--- config.mk ---
export PLATFORM = sky130hd
export DESIGN_NAME = rau_ctrl
export DESIGN_NICKNAME = d
export VERILOG_FILES = /design/src/hdl/rau_pkg.sv /design/src/hdl/rau_ctrl.sv
export SDC_FILE = /design/constraint.sdc
export NUM_CORES = 1
export LEC_CHECK = 0
export ABC_AREA = 1
export BUFFER_PORTS_ARGS = -buffer_cell sky130_fd_sc_hd__buf_2
export CORE_ASPECT_RATIO = 0.8
export CORE_MARGIN = 5
export CORE_UTILIZATION = 40
export DETAILED_ROUTE_END_ITERATION = 10
export GPL_TIMING_DRIVEN = 1
export PLACE_DENSITY = 0.62
export SYNTH_ARGS = -nofsm -noshare
export SYNTH_HDL_FRONTEND = slang
export SYNTH_SLANG_ARGS = --single-unit
--- constraint.sdc ---
create_clock -name clk -period 1.7 [get_ports clk]
set_input_delay 0.085 -clock clk [delete_from_list [all_inputs] [get_ports clk]]
set_output_delay 0.085 -clock clk [all_outputs]
set_load 0.005 [all_outputs]
--- src/hdl/rau_pkg.sv ---
// shared types and constants for the rational arithmetic unit
package rau_pkg;

  localparam int unsigned FIELD_BITS = 32;

  typedef enum logic [2:0] {
    MODE_ADD = 3'd0,
    MODE_SUB = 3'd1,
    MODE_MUL = 3'd2,
    MODE_DIV = 3'd3,
    MODE_CMP = 3'd4,
    MODE_INV = 3'd5
  } mode_code_t;

  localparam logic [1:0] ST_OK   = 2'd0;
  localparam logic [1:0] ST_OVF  = 2'd1;
  localparam logic [1:0] ST_DIV0 = 2'd2;

  localparam logic [1:0] ORD_LESS    = 2'd0;
  localparam logic [1:0] ORD_EQUAL   = 2'd1;
  localparam logic [1:0] ORD_GREATER = 2'd2;

  typedef struct packed {
    logic [2:0]               mode;
    logic signed [FIELD_BITS-1:0] a_num;
    logic signed [FIELD_BITS-1:0] a_den;
    logic signed [FIELD_BITS-1:0] b_num;
    logic signed [FIELD_BITS-1:0] b_den;
  } rau_in_t;

  typedef struct packed {
    logic signed [FIELD_BITS-1:0] res_num;
    logic signed [FIELD_BITS-1:0] res_den;
    logic [1:0]               order;
    logic [1:0]               status;
  } rau_out_t;

  // datapath operations driven by the controller
  typedef enum logic [3:0] {
    OP_NONE,
    OP_LOAD,      // capture operands
    OP_GCD_INIT,  // load gcd unit from selected pair
    OP_GCD_STEP,  // one subtract/shift step
    OP_DIV_INIT,  // start dividing selected value by gcd
    OP_DIV_STEP,  // one restoring division bit
    OP_DIV_SAVE,  // store quotient into selected slot
    OP_MUL1,      // first product
    OP_MUL2,      // second product
    OP_ADDSUB,    // combine cross products
    OP_CMP,       // compare result
    OP_FINISH     // sign fix and range check
  } dp_op_t;

  typedef struct packed {
    dp_op_t     op;
    logic [2:0] sel;  // operand/slot selector
  } rau_cmd_t;

  typedef struct packed {
    logic gcd_done;
    logic div_done;
    logic early;      // result settled by a fast path or error
  } rau_stat_t;

endpackage

--- src/hdl/rau_ctrl.sv ---
// controller sequencing gcd, division and multiply steps
module rau_ctrl (
  input  logic               clk,
  input  logic               rst_n,
  input  logic               start,
  input  logic [2:0]         mode,
  input  rau_pkg::rau_stat_t stat,
  output rau_pkg::rau_cmd_t  cmd,
  output logic               busy,
  output logic               done
);
  import rau_pkg::*;

  typedef enum logic [3:0] {
    S_IDLE, S_CHECK, S_GINIT, S_GSTEP, S_DINIT, S_DSTEP, S_DSAVE,
    S_MUL1, S_MUL2, S_ADD, S_CMP, S_RINIT, S_FIN, S_DONE
  } state_t;

  state_t state_r, state_nxt;
  logic [2:0] mode_r, mode_nxt;
  logic [2:0] job_r, job_nxt;   // step index in the divide plan
  logic done_r, done_nxt;

  // each job: gcd pair, then quotient target slot
  // mul: pair0 slots 0,3 ; pair1 slots 1,2 ; div: pair2 slots 0,2 ; pair3 slots 1,3
  // final reduce: pair4 slots 4,5
  logic [2:0] gpair, dslot;
  always_comb begin
    gpair = 3'd4;
    dslot = 3'd4;
    case (job_r)
      3'd0: begin gpair = (mode_r == MODE_MUL) ? 3'd0 : 3'd2; dslot = 3'd0; end
      3'd1: begin gpair = (mode_r == MODE_MUL) ? 3'd0 : 3'd2;
                  dslot = (mode_r == MODE_MUL) ? 3'd3 : 3'd2; end
      3'd2: begin gpair = (mode_r == MODE_MUL) ? 3'd1 : 3'd3;
                  dslot = (mode_r == MODE_MUL) ? 3'd1 : 3'd1; end
      3'd3: begin gpair = (mode_r == MODE_MUL) ? 3'd1 : 3'd3;
                  dslot = (mode_r == MODE_MUL) ? 3'd2 : 3'd3; end
      3'd4: begin gpair = 3'd4; dslot = 3'd4; end
      default: begin gpair = 3'd4; dslot = 3'd5; end
    endcase
  end

  always_comb begin
    state_nxt = state_r;
    mode_nxt  = mode_r;
    job_nxt   = job_r;
    done_nxt  = 1'b0;
    cmd.op    = OP_NONE;
    cmd.sel   = 3'd0;
    unique case (state_r)
      // no load while the previous result is still on the outputs
      S_IDLE: if (start && !done_r) begin
        cmd.op = OP_LOAD; mode_nxt = mode; state_nxt = S_CHECK;
      end
      S_CHECK: begin
        if (stat.early) state_nxt = S_DONE;
        else if (mode_r == MODE_ADD || mode_r == MODE_SUB) state_nxt = S_MUL1;
        else if (mode_r == MODE_CMP) state_nxt = S_MUL1;
        else if (mode_r == MODE_INV) begin job_nxt = 3'd4; state_nxt = S_GINIT; end
        else begin job_nxt = 3'd0; state_nxt = S_GINIT; end
      end
      S_GINIT: begin
        cmd.op = OP_GCD_INIT; cmd.sel = gpair; state_nxt = S_GSTEP;
      end
      S_GSTEP: begin
        cmd.op = OP_GCD_STEP;
        if (stat.early) state_nxt = S_DONE;
        else if (stat.gcd_done) state_nxt = S_DINIT;
      end
      S_DINIT: begin cmd.op = OP_DIV_INIT; cmd.sel = dslot; state_nxt = S_DSTEP; end
      S_DSTEP: begin
        cmd.op = OP_DIV_STEP;
        if (stat.div_done) state_nxt = S_DSAVE;
      end
      S_DSAVE: begin
        cmd.op = OP_DIV_SAVE; cmd.sel = dslot;
        job_nxt = job_r + 3'd1;
        if (job_r == 3'd5) state_nxt = S_FIN;
        else if (job_r == 3'd3) state_nxt = S_MUL1;
        else if (job_r == 3'd0 || job_r == 3'd2 || job_r == 3'd4) state_nxt = S_DINIT;
        else state_nxt = S_GINIT;
      end
      S_MUL1: begin cmd.op = OP_MUL1; state_nxt = S_MUL2; end
      S_MUL2: begin
        cmd.op = OP_MUL2;
        if (mode_r == MODE_CMP) state_nxt = S_CMP;
        else if (mode_r == MODE_ADD || mode_r == MODE_SUB) state_nxt = S_ADD;
        else state_nxt = S_RINIT;
      end
      S_ADD: begin cmd.op = OP_ADDSUB; state_nxt = S_RINIT; end
      S_CMP: begin cmd.op = OP_CMP; state_nxt = S_DONE; end
      S_RINIT: begin job_nxt = 3'd4; state_nxt = S_GINIT; end
      S_FIN: begin cmd.op = OP_FINISH; state_nxt = S_DONE; end
      S_DONE: begin done_nxt = 1'b1; state_nxt = S_IDLE; end
      default: state_nxt = S_IDLE;
    endcase
  end

  always_ff @(posedge clk) begin
    if (!rst_n) begin
      state_r <= S_IDLE;
      mode_r  <= '0;
      job_r   <= '0;
      done_r  <= 1'b0;
    end else begin
      state_r <= state_nxt;
      mode_r  <= mode_nxt;
      job_r   <= job_nxt;
      done_r  <= done_nxt;
    end
  end

  assign busy = (state_r != S_IDLE) || done_r;
  assign done = done_r;

`ifndef SYNTHESIS
  a_done_one: assert property (@(posedge clk) disable iff (!rst_n)
    done_r |=> !done_r) else $error("done held two cycles");
  a_done_src: assert property (@(posedge clk) disable iff (!rst_n)
    done_r |-> $past(state_r) == S_DONE) else $error("done without finish");
  a_busy_run: assert property (@(posedge clk) disable iff (!rst_n)
    (state_r != S_IDLE) |-> busy) else $error("idle flag while working");
`endif

endmodule

==> results.toml <==
[finish]
fin_nets = 194
syn2layout_area_growth_pct = 22.8
multi_input_area_sq_um = 651
antenna_cells = 0
layout_common_cells = "48 x nand2_1, 22 x nor2_1, 18 x inv_1, 17 x buf_2, 10 x o21ai_0"
drive_gt1_frac = 0.263
final_common_cell = "nand2_1"
seq_area_sq_um = 233
n_fill_cell = 222

[clock_tree]
clkLatencyLatePin_ns = 0.27
htree_levels = 1
cts_made_buffers = 3
cts-root-buf = "clkbuf_4"
postCtsHoldBufs = 0
cts_max_path_buffers = 2
cts_sinks = 11
cts_tree = "built"
path_clk_slew_ns = 0.07

[timing]
finalCritPeriodShare = 0.954
grt_setup_unrepaired = "true"
maxSlewViolCount = 0
timing.final.hold_violations = 0
maxSlewHeadroom = 0.772
fmax_mhz = 617
worst_pin_slew_ns = 0.339
skew_ns = 0.00138
fin_setup_tns_ns = 0
finalCriticalPeriod_ns = 1.62
finalSetupViolCount = 0

[floorplanning]
num_io_pins = 18
initial_core_util = 0.421
rows = 15
fp.dieH_microns = 52.7
die-area_sq_um = 3330
core-area_sq_um = 2160
die-width_microns = 63.3

[critical_path]
critPathArrivalTime_ns = 1.54
required_ns = 1.62
crit_type = "reg2out"
critPathLaunchType = "flop"
crit_fanout = 7
end_kind = "output pin"

[power]
power.density_nw_per_um2 = 1340
p_leak_nw = 0.556
peakVddDrop_uv = 871
total_power_mw = 1.50

[placement]
portBuffers = 17
hpwl_microns = 1940
gp_congestion = 0.932

[drt]
drt_iter0_markers = 55
dr.pass1.iters = 4
drc_errors = 0
detail_route.vias_per_cell = 5.16
drt_wl_total_microns = 2370
ant_nets = 0
vias = 1052
post_drt_wl_per_cell_microns = 11.6

[synth]
synth_area_per_cell_sq_um = 5.79
yosys_warnings = 0
postSynthCellCount = 157
postSynthNetCount = 171
ys_ff_latch = 11
syn_area_sq_um = 910
ys_seq_area_frac = 0.242
synth.distinct_cells = 23

[grt]
grt_pass1_vias = 927
antenna_found_initial = 0
grt_max_degree = 9
grtUsageTotal = 0.154
grt_pass1_wl_microns = 4030
overflow = 0

[flow_run]
drv_cap = 0

[min_path]
hold_class = "in2reg"

[outcome]
outcome = "complete, no violations"
through the flow:
step	instance area, sq um	cells	util	worst slack [ns]	hold WS (ns)
finish	1120	204	0.518	0.0786	0.0322
global route	1120	204	0.518	-0.0301	0.0809
CTS	1070	204	0.494	0.0115	0.0319
detailed placement	1030	200	0.479	0.226	0.316
global placement	1030	200	0.479	0.252	0.308
floorplan	910	157	-	0.393	0.211
registers in the layout, indices dropped and copies added (netlist names):
register  cells
done          1
mode_r        3
state_r       4
job_r         3
layer usage:
metal,vias up,GRT usage,wire (microns)
met5,-,0,0
met4,0,0.0900,45
met3,5,0.0322,234
met2,48,0.213,911
met1,450,0.216,1180
li1,549,-,-
final cells by class:
cell class,instances,area share
clock buffer,4,0.0235
inverter,22,0.0750
multi-input combinational,124,0.582
sequential,11,0.208
tap,25,0.0280
timing repair buffer,18,0.0829
worst paths after layout:
| kind | start | slack, ns | cells past startpoint | end |
|---|---|---|---|---|
| max | job_r[1] | 0.08 | 8 | cmd[0] |
| min | mode[2] | 0.03 | 3 | mode_r[2] |
| max reg2reg | state_r[0] | 0.31 | 8 | state_r[1] |
| min reg2reg | mode_r[0] | 0.49 | 2 | mode_r[0] |
synth_stat cells:
cell,instances,share of area
a21oi_1,8,0.044
nor2_2,4,0.028
nor4_1,1,0.0069
a22oi_1,1,0.0083
dfxtp_1,11,0.24
ha_1,5,0.069
nand3b_1,1,0.0083
nor2_1,24,0.099
o211ai_1,1,0.0083
o31ai_1,1,0.0083
a21oi_2,1,0.0096
inv_1,21,0.087
o21ai_2,1,0.0096
nand2_2,2,0.014
nand4_1,2,0.014
o21ai_0,11,0.061
or2_2,1,0.0069
nand3_1,6,0.033
a31oi_1,1,0.0069
nor3_1,3,0.017
nand2_1,48,0.20
clkinv_1,1,0.0041
o2111ai_1,2,0.019
critical path: stages (launching register included):
cell and delay, ns:
dfxtp_4 0.39, ha_4 0.15, ha_4 0.12, inv_2 0.03, or2_2 0.28, nand4_1 0.09
nand2_1 0.05, nand2_1 0.05, buf_2 0.10
timing repair:
item | in CTS | in global routing
gates resized for setup | 4 | 18
buffers inserted | 0 | 0
endpoints found under the setup margin | 2 | 4
pin swaps | 0 | 2
report_power, final:
part	internal (mW)	switching (mW)	total, mW
Sequential	0.343	0.115	0.458
Clock	0.0910	0.0907	0.182
Combinational	0.312	0.549	0.861
Total	0.746	0.754	1.50
cell families (layout without fill, tap and decap cells):
| kind of cell | count (synthesis) | after routing | synth area share |
|---|---|---|---|
| AO/OA/AOI/OAI | 27 | 27 | 0.175 |
| adder cells (fa/ha/maj) | 5 | 5 | 0.0688 |
| buffers and inverters | 22 | 44 | 0.0908 |
| flip-flops | 11 | 11 | 0.242 |
| AND/OR/NAND/NOR | 92 | 92 | 0.424 |
(Power assumes the default switching activity.)
